==> src/rtl/qph_pkg.sv <==
// shared widths and constants for the quadratic probe hash insert block
`default_nettype none
package qph_pkg;

	localparam int KEY_W      = 32;
	localparam int CFG_W      = 11;
	localparam int SLOT_OUT_W = 10;
	localparam int CNT_W      = 32;

	localparam logic [CFG_W-1:0] SIZE_RESET = 11'd1021;

endpackage
`default_nettype wire

==> src/rtl/qph_ram.sv <==
// generic single write port ram with registered read
`default_nettype none
module qph_ram #(
	parameter int WIDTH = 1,
	parameter int DEPTH = 1024
) (
	input  wire                      clk,
	input  wire                      we,
	input  wire  [$clog2(DEPTH)-1:0] waddr,
	input  wire  [WIDTH-1:0]         wdata,
	input  wire  [$clog2(DEPTH)-1:0] raddr,
	output logic [WIDTH-1:0]         rdata
);

	logic [WIDTH-1:0] mem [DEPTH];

	always_ff @(posedge clk) begin
		if (we) begin
			mem[waddr] <= wdata;
		end
		rdata <= mem[raddr];
	end

endmodule
`default_nettype wire

==> src/rtl/qph_modsub.sv <==
// shared compare and subtract unit: one reduction step modulo m
`default_nettype none
module qph_modsub #(
	parameter int W = 11
) (
	input  wire  [W-1:0] a,
	input  wire  [W-1:0] m,
	output logic [W-1:0] r
);

	always_comb begin
		if (a >= m) begin
			r = a - m;
		end else begin
			r = a;
		end
	end

endmodule
`default_nettype wire

==> src/rtl/quadratic_probe_hash_insert_core.sv <==
// sequence: remainder steps over the key bits, then per probe an index, a check and a
//   step update (the last probe skips it), then the result is posted once the output is free
// throughput: one insert at a time, set by the single compare-subtract unit and the
//   one-read-per-probe occupancy ram; in_ready is low while an insert is in flight
// reset: arst_n clears control state and the collision count and loads size 1021;
//   then every occupancy ram entry is swept clear with in_ready low
`default_nettype none
module quadratic_probe_hash_insert_core #(
	parameter int TABLE_DEPTH = 1024
) (
	input  wire                             clk,
	input  wire                             arst_n,
	input  wire                             cfg_valid,
	output logic                            cfg_ready,
	input  wire  [qph_pkg::CFG_W-1:0]       cfg_data,
	input  wire                             in_valid,
	output logic                            in_ready,
	input  wire  [qph_pkg::KEY_W-1:0]       key,
	output logic                            out_valid,
	input  wire                             out_ready,
	output logic [qph_pkg::SLOT_OUT_W-1:0]  slot_index,
	output logic                            collided,
	output logic                            table_full,
	output logic [qph_pkg::CNT_W-1:0]       collision_total
);

	import qph_pkg::*;

	localparam int IW = $clog2(TABLE_DEPTH);
	localparam int UW = IW + 1;
	localparam int DIV_CW = $clog2(KEY_W);

	localparam logic [2:0] ST_CLEAR = 3'd0;
	localparam logic [2:0] ST_IDLE  = 3'd1;
	localparam logic [2:0] ST_DIV   = 3'd2;
	localparam logic [2:0] ST_PIDX  = 3'd3;
	localparam logic [2:0] ST_PCHK  = 3'd4;
	localparam logic [2:0] ST_PD    = 3'd5;
	localparam logic [2:0] ST_FIN   = 3'd6;

	logic [2:0]        state_q;
	logic [IW-1:0]     clr_q;
	logic [CFG_W-1:0]  table_size_q;
	logic [UW-1:0]     size_q;
	logic [KEY_W-1:0]  key_q;
	logic [DIV_CW-1:0] div_cnt_q;
	logic [IW-1:0]     rem_q;
	logic [IW-1:0]     sq_q;
	logic [IW-1:0]     d_q;
	logic [UW-1:0]     i_q;
	logic [IW-1:0]     idx_q;
	logic              hit_q;
	logic              found_q;
	logic [CNT_W-1:0]  cnt_q;

	logic              out_valid_q;
	logic [IW-1:0]     slot_q;
	logic              coll_q;
	logic              full_q;
	logic [CNT_W-1:0]  total_q;

	logic [31:0]       ts_ext;
	logic [31:0]       eff_size;
	logic [UW-1:0]     size_d;
	logic [UW-1:0]     unit_a;
	logic [UW-1:0]     unit_r;
	logic [UW-1:0]     i_next;
	logic              occ_rdata;
	logic              ram_we;
	logic [IW-1:0]     ram_waddr;
	logic              ram_wdata;
	logic              accept;
	logic              post;
	logic [31:0]       slot_ext;

	// size 0 reads as 1, sizes past the depth saturate
	always_comb begin
		ts_ext = 32'(table_size_q);
		if (ts_ext == 32'd0) begin
			eff_size = 32'd1;
		end else if (ts_ext > 32'(TABLE_DEPTH)) begin
			eff_size = 32'(TABLE_DEPTH);
		end else begin
			eff_size = ts_ext;
		end
		size_d = eff_size[UW-1:0];
	end

	// operand select for the shared unit
	always_comb begin
		case (state_q)
			ST_DIV:  unit_a = {rem_q, key_q[KEY_W-1]};
			ST_PIDX: unit_a = UW'(rem_q) + UW'(sq_q);
			ST_PCHK: unit_a = UW'(sq_q) + UW'(d_q);
			ST_PD:   unit_a = UW'(d_q) + UW'(2);
			default: unit_a = '0;
		endcase
	end

	qph_modsub #(
		.W(UW)
	) u_unit (
		.a(unit_a),
		.m(size_q),
		.r(unit_r)
	);

	always_comb begin
		if (state_q == ST_CLEAR) begin
			ram_we    = 1'b1;
			ram_waddr = clr_q;
			ram_wdata = 1'b0;
		end else begin
			ram_we    = (state_q == ST_PCHK) && !occ_rdata;
			ram_waddr = idx_q;
			ram_wdata = 1'b1;
		end
	end

	qph_ram #(
		.WIDTH(1),
		.DEPTH(TABLE_DEPTH)
	) u_occ (
		.clk(clk),
		.we(ram_we),
		.waddr(ram_waddr),
		.wdata(ram_wdata),
		.raddr(unit_r[IW-1:0]),
		.rdata(occ_rdata)
	);

	assign i_next = i_q + UW'(1);
	assign accept = in_valid && in_ready;
	assign post   = (state_q == ST_FIN) && (!out_valid_q || out_ready);

	always_ff @(posedge clk or negedge arst_n) begin
		if (!arst_n) begin
			table_size_q <= SIZE_RESET;
		end else if (cfg_valid && cfg_ready) begin
			table_size_q <= cfg_data;
		end
	end

	always_ff @(posedge clk or negedge arst_n) begin
		if (!arst_n) begin
			state_q <= ST_CLEAR;
			clr_q   <= '0;
			cnt_q   <= '0;
		end else begin
			case (state_q)
				ST_CLEAR: begin
					clr_q <= clr_q + IW'(1);
					if (clr_q == IW'(TABLE_DEPTH - 1)) begin
						state_q <= ST_IDLE;
					end
				end
				ST_IDLE: begin
					if (accept) begin
						state_q <= ST_DIV;
					end
				end
				ST_DIV: begin
					if (div_cnt_q == DIV_CW'(KEY_W - 1)) begin
						state_q <= ST_PIDX;
					end
				end
				ST_PIDX: state_q <= ST_PCHK;
				ST_PCHK: begin
					if (occ_rdata && i_q == '0) begin
						cnt_q <= cnt_q + CNT_W'(1);
					end
					if (!occ_rdata || i_next == size_q) begin
						state_q <= ST_FIN;
					end else begin
						state_q <= ST_PD;
					end
				end
				ST_PD:   state_q <= ST_PIDX;
				ST_FIN: begin
					if (post) begin
						state_q <= ST_IDLE;
					end
				end
				default: state_q <= ST_IDLE;
			endcase
		end
	end

	// datapath registers of the insert in flight
	always_ff @(posedge clk) begin
		case (state_q)
			ST_IDLE: begin
				key_q     <= key;
				size_q    <= size_d;
				div_cnt_q <= '0;
				rem_q     <= '0;
				sq_q      <= '0;
				d_q       <= (size_d == UW'(1)) ? IW'(0) : IW'(1);
				i_q       <= '0;
				hit_q     <= 1'b0;
				found_q   <= 1'b0;
			end
			ST_DIV: begin
				key_q     <= {key_q[KEY_W-2:0], 1'b0};
				div_cnt_q <= div_cnt_q + DIV_CW'(1);
				rem_q     <= unit_r[IW-1:0];
			end
			ST_PIDX: idx_q <= unit_r[IW-1:0];
			ST_PCHK: begin
				if (!occ_rdata) begin
					found_q <= 1'b1;
				end else begin
					if (i_q == '0) begin
						hit_q <= 1'b1;
					end
					sq_q <= unit_r[IW-1:0];
					i_q  <= i_next;
				end
			end
			ST_PD:   d_q <= unit_r[IW-1:0];
			default: ;
		endcase
	end

	// output word register
	always_ff @(posedge clk or negedge arst_n) begin
		if (!arst_n) begin
			out_valid_q <= 1'b0;
		end else if (post) begin
			out_valid_q <= 1'b1;
		end else if (out_ready) begin
			out_valid_q <= 1'b0;
		end
	end

	always_ff @(posedge clk) begin
		if (post) begin
			slot_q  <= found_q ? idx_q : '0;
			coll_q  <= hit_q;
			full_q  <= !found_q;
			total_q <= cnt_q;
		end
	end

	assign slot_ext        = 32'(slot_q);
	assign cfg_ready       = 1'b1;
	assign in_ready        = (state_q == ST_IDLE);
	assign out_valid       = out_valid_q;
	assign slot_index      = slot_ext[SLOT_OUT_W-1:0];
	assign collided        = coll_q;
	assign table_full      = full_q;
	assign collision_total = total_q;

endmodule
`default_nettype wire

==> config.mk <==
export PLATFORM = sky130hd
export DESIGN_NAME = quadratic_probe_hash_insert_core
export DESIGN_NICKNAME = d
export VERILOG_FILES = /design/src/rtl/qph_pkg.sv /design/src/rtl/qph_ram.sv /design/src/rtl/qph_modsub.sv /design/src/rtl/quadratic_probe_hash_insert_core.sv
export SDC_FILE = /design/constraint.sdc
export NUM_CORES = 2
export LEC_CHECK = 0
export BUFFER_PORTS_ARGS = -buffer_cell sky130_fd_sc_hd__buf_4
export CORE_MARGIN = 8
export CORE_UTILIZATION = 35
export DETAILED_ROUTE_END_ITERATION = 10
export PLACE_DENSITY = 0.54
export SLEW_MARGIN = 10
export SYNTH_ARGS = -nofsm -noshare
export SYNTH_HDL_FRONTEND = slang
export SYNTH_SLANG_ARGS = --single-unit
==> constraint.sdc <==
create_clock -name clk -period 29.3 [get_ports clk]
set_input_delay 0 -clock clk [delete_from_list [all_inputs] [get_ports clk]]
set_output_delay 0 -clock clk [all_outputs]
set_load 0.03 [all_outputs]
# [Word level (Yosys, flattened, before mapping)]
# Memories as Yosys holds them, arrays and structs flattened. A register that Yosys moved wholly into a read port is not among the register bits.
# Cells that the tools add are included.
[classes] n_addsub=8 magnitude_cmp=2 n_eq_ne=17 muxes=31 n_reduce_logical=21
[ops] operator="one-hot mux 32 bit (2 select lines)" count=1
[ops] operator="one-hot mux 10 bit (2 select lines)" count=3
[ops] operator="one-hot mux 11 bit (4 select lines)" count=1
[ops] operator="two-way mux 11 bit" count=3
[ops] operator="adder 32 x 1 -> 32 bit, second input constant" count=1
[ops] operator="two-way mux 10 bit" count=3
[ops] operator="adder 10 x 10 -> 11 bit" count=2
[ops] operator="logical NOT 11 bit" count=2
[ops] operator="one-hot mux 11 bit (2 select lines)" count=1
[ops] operator="one-hot mux 3 bit (7 select lines)" count=1
[ops] operator="two-way mux 3 bit" count=4
[ops] operator="adder 10 x 2 -> 11 bit, second input constant" count=1
[ops] operator="adder 11 x 1 -> 11 bit, second input constant" count=1
[ops] operator="== test 11 x 1 -> 1 bit, second input constant" count=1
[ops] operator="== test 11 bit" count=1
[ops] operator=">= comparator 11 bit" count=1
[ops] operator="> comparator 11 bit, second input constant" count=1
[ops] operator="adder 10 x 1 -> 10 bit, second input constant" count=1
[ops] operator="== test 10 bit, second input constant" count=1
[ops] operator="two-way mux 1 bit" count=10
[ops] operator="one-hot mux 5 bit (2 select lines)" count=1
[ops] operator="subtractor 10 bit" count=1
[ops] operator="== test 3 bit, second input constant" count=3
[ops] operator="inequality test 2 x 1 -> 1 bit, second input constant" count=4
[ops] operator="15 further kinds" count=30
[totals] register_bits=202 ramBits=1024 in_bits=48 output_inout_bits=47 wordCells=99 memories=1
[mem_list] memory="u_occ.mem" depth=1024 word_bits=1 rd=1 rd_clocked_by_memory_dff=1 wr=1 line="qph_ram.sv:15" text="logic [WIDTH-1:0] mem [DEPTH];"

# [Longest topological paths before layout]
[logic_depth] word_depth=6 ltp_mapped=37 mapped_depth_nobuf=29

# [Modules after synthesis]
# A second synthesis with hierarchy kept.
[unflattened] cells_unflattened=4017 area_unflattened_um2=54735.0
[by_module_without_submodules] module="qph_ram" instances=1 cells_per_inst=3112 area_per_inst_um2=44656.6 seq_area_each_um2=30769.5
[by_module_without_submodules] module="quadratic_probe_hash_insert_core" instances=1 cells_per_inst=797 area_per_inst_um2=9293.9 seq_area_each_um2=5791.8
[by_module_without_submodules] module="qph_modsub" instances=1 cells_per_inst=108 area_per_inst_um2=784.5 seq_area_each_um2=0.0

# [Worst setup path before layout]
# OpenSTA, ideal clock, no wires.
[synth_timing] kind="register -> register" start="register state_q[0]" end="memory u_occ.mem[737] (enable)" setup_time_ps=254 t_arrival_ps=20170 required_ps=29046 setup_slack_ps=8876 path_stages_with_launch=11 n_path_buf=5 period_less_slack_ps=20424 cell_sequence="dfrtp_1 buf_2 nor3_1 inv_1 clkbuf_1 buf_1 o21ai_0 clkbuf_1 nand3_1 clkbuf_1 nor2_1"
[synth_between] elab_chain_len=5 word_cells_on_any_way=7 classes_between="1 x eq/ne; 4 x mux; 2 x reduce/logical"
[synth_lines] item="start, declared" line="quadratic_probe_hash_insert_core.sv:41" text="logic [2:0] state_q;"
[synth_lines] item="start signal, assigned" line="quadratic_probe_hash_insert_core.sv:146" text="state_q <= ST_CLEAR;"
[synth_lines] item="start signal, assigned" line="quadratic_probe_hash_insert_core.sv:154" text="state_q <= ST_IDLE;"
[synth_lines] item="start signal, assigned" line="quadratic_probe_hash_insert_core.sv:159" text="state_q <= ST_DIV;"
[synth_lines] item="== test 3 bit" line="quadratic_probe_hash_insert_core.sv:114" text="ram_we = (state_q == ST_PCHK) && !occ_rdata;"
[synth_lines] item="logical AND 1 bit" line="quadratic_probe_hash_insert_core.sv:114"
[synth_lines] item="two-way mux 1 bit" line="quadratic_probe_hash_insert_core.sv:109" text="if (state_q == ST_CLEAR) begin"
[synth_lines] item="two-way mux 1 bit" line="qph_ram.sv:18" text="if (we) begin"
[synth_lines] item="two-way mux 1 bit (not written as such)" line="qph_ram.sv:19" text="mem[waddr] <= wdata;"
[synth_lines] item="end, declared" line="qph_ram.sv:15"
# Parallel ways exist; a longest one is shown, timed or not.

# [Worst setup path after layout]
[layout_timing] start="register state_q[2]" end="register u_occ.rdata, read port of u_occ.mem"
[layout_between] elab_chain_len=4 word_cells_on_any_way=8 classes_between="1 x add/sub; 1 x order compare; 4 x eq/ne; 2 x mux"
[layout_lines] item="== test 3 bit or == test 3 x 2 -> 1 bit (tied branches)" line="quadratic_probe_hash_insert_core.sv:91" text="case (state_q)"
[layout_lines] item="one-hot mux 11 bit (4 select lines) *" line="quadratic_probe_hash_insert_core.sv:91"
[layout_lines] item="subtractor 10 bit or >= comparator 11 bit (tied branches)" line="qph_modsub.sv:13, qph_modsub.sv:12"
[layout_lines] item="two-way mux 10 bit *" line="qph_modsub.sv:12" text="if (a >= m) begin"
[layout_lines] item="end, declared" line="qph_ram.sv:12" text="output logic [WIDTH-1:0] rdata"
# Mark *: on every way between the ends. The rest lies on a longest branch, timed or not.
# A chain may end at the register's enable or synchronous reset.

==> results.md <==
* WP buf/inv at 5
* Period Utilization, post-route at 0.332
* Max Cap Violations at 0
* Share of cells above drive strength 1 at 0.125
* RSZ-0062 raised after global routing: false
* Mean Syn Cell Area at 12.2 µm²
* Status: complete, no violations
* Std-Cell Rows at 145
* Post-synth top area cell: edfxtp_1
* Core ar. at 156000 µm²
* DRT antenna net count at 0
* Overflow left after global routing at 0
* Filler cells at 14.7k
* Width of the die at 412 µm
* Critical path arrival at 10.33 ns
* DRT Wirelength at 168000 µm
* Chip Height at 412 µm
* Synthesized instance count at 4494
* CTS Buf Count at 139
* Post-Syn Area at 54800 µm²
* Max-Slew Margin vs Limit at 0.144
* Worst Max-Slew Pin Slew at 1.28 ns
* Worst Slack Setup Final at 19.57 ns
* Initial DRC Count at 4657
* Post-synth top flop: edfxtp_1
* Max incr delay on CP at 0.84 ns
* Post-synth cell types at 91
* CTS tree: done
* Clock slew at reported path FFs at 0.06 ns
* CTS max path bufs at 3
* #FFs+latches synth at 1227
* Ys async rst share at 0.0465
* Nets at 4605
* Vias post-DR at 36.7k
* Top Family by Delay on Critical Path: compound AO/OA/AOI/OAI gates
* Finished Layout Cells at 6697
* Synth warnings at 0
* Most used cell, CP: buf_4
* CTS Root Cell: clkbuf_16
* First-pass GRT wire length at 243000 µm
* Initial Util at 0.352
* Drt via density at 5.48
* Initial antenna violation count at 3
* DRC viols at 0
* Detailed Routing Iterations Pass 1 at 6
* Crit path max fanout at 51
* Worst Setup End Kind: register
* Clk_skew at 0.0303 ns
* Global placer's final weighted congestion at 0.811
* Port Buffers at 93
* Synth area leaders: edfxtp_1, nor2_1, nand2_1, mux4_2, mux2i_1
* Avg WL per Cell at 25.1 µm
* Area delta synth->final at 14.1%
* Hold Path Class: in -> reg
* Vias in the first global route at 35.4k
* Top Ports at 95
* Sequential area share after synthesis at 0.667
* Detailed Place HPWL at 90700 µm
* Period minus WS final at 9.73 ns
* Die ar. at 170000 µm²
* WP data required at 29.90 ns
* Setup violations, final at 0
* CP max stage cell: buf_4
* Fin. Hold Viols at 0
* Dpl ws at 19.47 ns
* Fmax at 0.103 GHz
* Post-synth EDFFs at 1169
* Pin count of the biggest net entering global routing at 258
* Post-synth top area share at 0.640
* Clk sink count at 1227
* Fin. max-slew vios at 0
* Placed Cells incl. Taps at 6376
* Total negative setup slack at 0 ns
* All-Layer GR Usage at 0.192
* Clock Latency Late Sink at 0.76 ns
* H-tree Lvls at 4
* Syn nets at 4573
* Critical path class: reg -> reg
* Startpoint Class: register
## cell type report
cell class | count | area, µm² | area share
multi-input cells | 2859 | 16700 | 0.267
clock inverters | 76 | 687 | 0.0110
well taps | 2058 | 2570 | 0.0411
inverters | 53 | 219 | 0.00350
flip-flops and latches | 1227 | 36600 | 0.584
repair buffers | 246 | 2060 | 0.0329
clock buffers | 176 | 3770 | 0.0603
diodes | 2 | 5.00 | 0.0000800
## final timing paths
path                       cells after the start             endpoint  startpoint  slack, ns
max                                           30          u_occ.rdata  state_q[2]      19.57
min                                            4             key_q[9]      key[9]       0.08
max reg2reg                                   30          u_occ.rdata  state_q[2]      19.57
min reg2reg                                    0  collision_total[12]   cnt_q[12]       0.46
max in group asynchronous                      4           state_q[1]      arst_n      28.62
min in group asynchronous                      3      table_size_q[2]      arst_n       0.40
## synth_stat cells, types with 18 or more instances
cell type	instances
a2111oi_0	20
a21oi_1	89
a22oi_1	34
a311oi_1	18
a31oi_1	28
and2_1	18
and3_1	20
buf_1	44
buf_2	57
buf_6	22
clkbuf_1	209
dfrtp_1	48
edfxtp_1	1169
ha_1	29
inv_1	45
mux2i_1	162
mux4_2	95
nand2_1	586
nand3_1	166
nand4_1	39
nor2_1	1139
nor3_1	23
nor4_1	27
o21ai_0	29
o22ai_1	52
xnor2_1	57
xor2_1	23
## worst reg2reg max path: cells and delay by family (launching register included)
kind,cells,cell delay [ns]
buffers and inverters,5,2.80
flip-flops,1,0.65
multiplexers,1,0.62
adder cells (fa/ha/maj),2,0.65
XOR/XNOR,1,0.16
AO/OA/AOI/OAI,15,3.64
AND/OR/NAND/NOR,6,1.04
## flip-flops by register name, summed over array words and instances (netlist names)
signal	cells
table_size_q	11
sq_q	10
key_q	32
rem_q	10
hit_q	1
u_occ.mem	1024
cnt_q	32
collided	1
div_cnt_q	5
clr_q	10
collision_total	32
slot_index	10
d_q	10
out_valid	1
u_occ.rdata	1
idx_q	10
found_q	1
state_q	3
size_q	11
i_q	11
table_full	1
## stage by stage
stage / hold slack, ns / cell area, µm² / util
6_report: 0.0837 / 62600 / 0.402
5_1_grt: 0.0640 / 62600 / 0.402
4_1_cts: 0.0329 / 62600 / 0.401
3_5_place_dp: 0.121 / 57400 / 0.368
3_3_place_gp: 0.123 / 57400 / 0.368
2_1_floorplan: -0.296 / 54800 / -
## metal layers
layer,vias up,GRT usage,share of wire
li1,16200,-,-
met1,18800,0.268,0.43
met2,1404,0.305,0.46
met3,302,0.0358,0.077
met4,0,0.0620,0.031
met5,-,0,0
## layout by cell type (no fill, tap or decap), types with 22 or more instances in the layout
cell           instances
a22oi_1               34
clkbuf_16            143
o22ai_1               52
clkinv_1              28
xnor2_1               57
buf_4                177
nand4_1               39
mux2i_1              160
nand2_1              562
xor2_1                23
a31oi_1               26
clkbuf_1              26
dfrtp_1               48
nor2_1              1134
inv_1                 44
a21oi_1               86
nand3_1              154
dlygate4sd3_1         66
ha_1                  29
nor4_1                27
o21ai_0               27
edfxtp_1            1169
mux4_2                95
clkinv_2              24
nor3_1                22
## logic make-up (layout without fill, tap and decap cells)
| logic type | count (synthesis) | after routing | synth area share |
|---|---|---|---|
| and+or+nand+nor | 2082 | 2082 | 0.156 |
| DFF | 1227 | 1227 | 0.667 |
| buffers and inverters | 408 | 551 | 0.0346 |
| AOI/OAI and AO/OA | 391 | 391 | 0.0488 |
| muxes | 274 | 274 | 0.0737 |
| xor gates and xnor gates | 80 | 80 | 0.0128 |
| adders and majority gates | 31 | 31 | 0.00735 |
| other | 1 | 3 | 0.0000684 |
## repair_timing
action / 4_1_cts / 5_1_grt
setup buffers: 0 / 0
hold buffers: 67 / 0
endpoints found under the hold margin: 104 / 0
gates resized for setup: 0 / 0
Power is not shown: default switching activity piles up to over one toggle a cycle in this logic, so the estimate is an artifact.
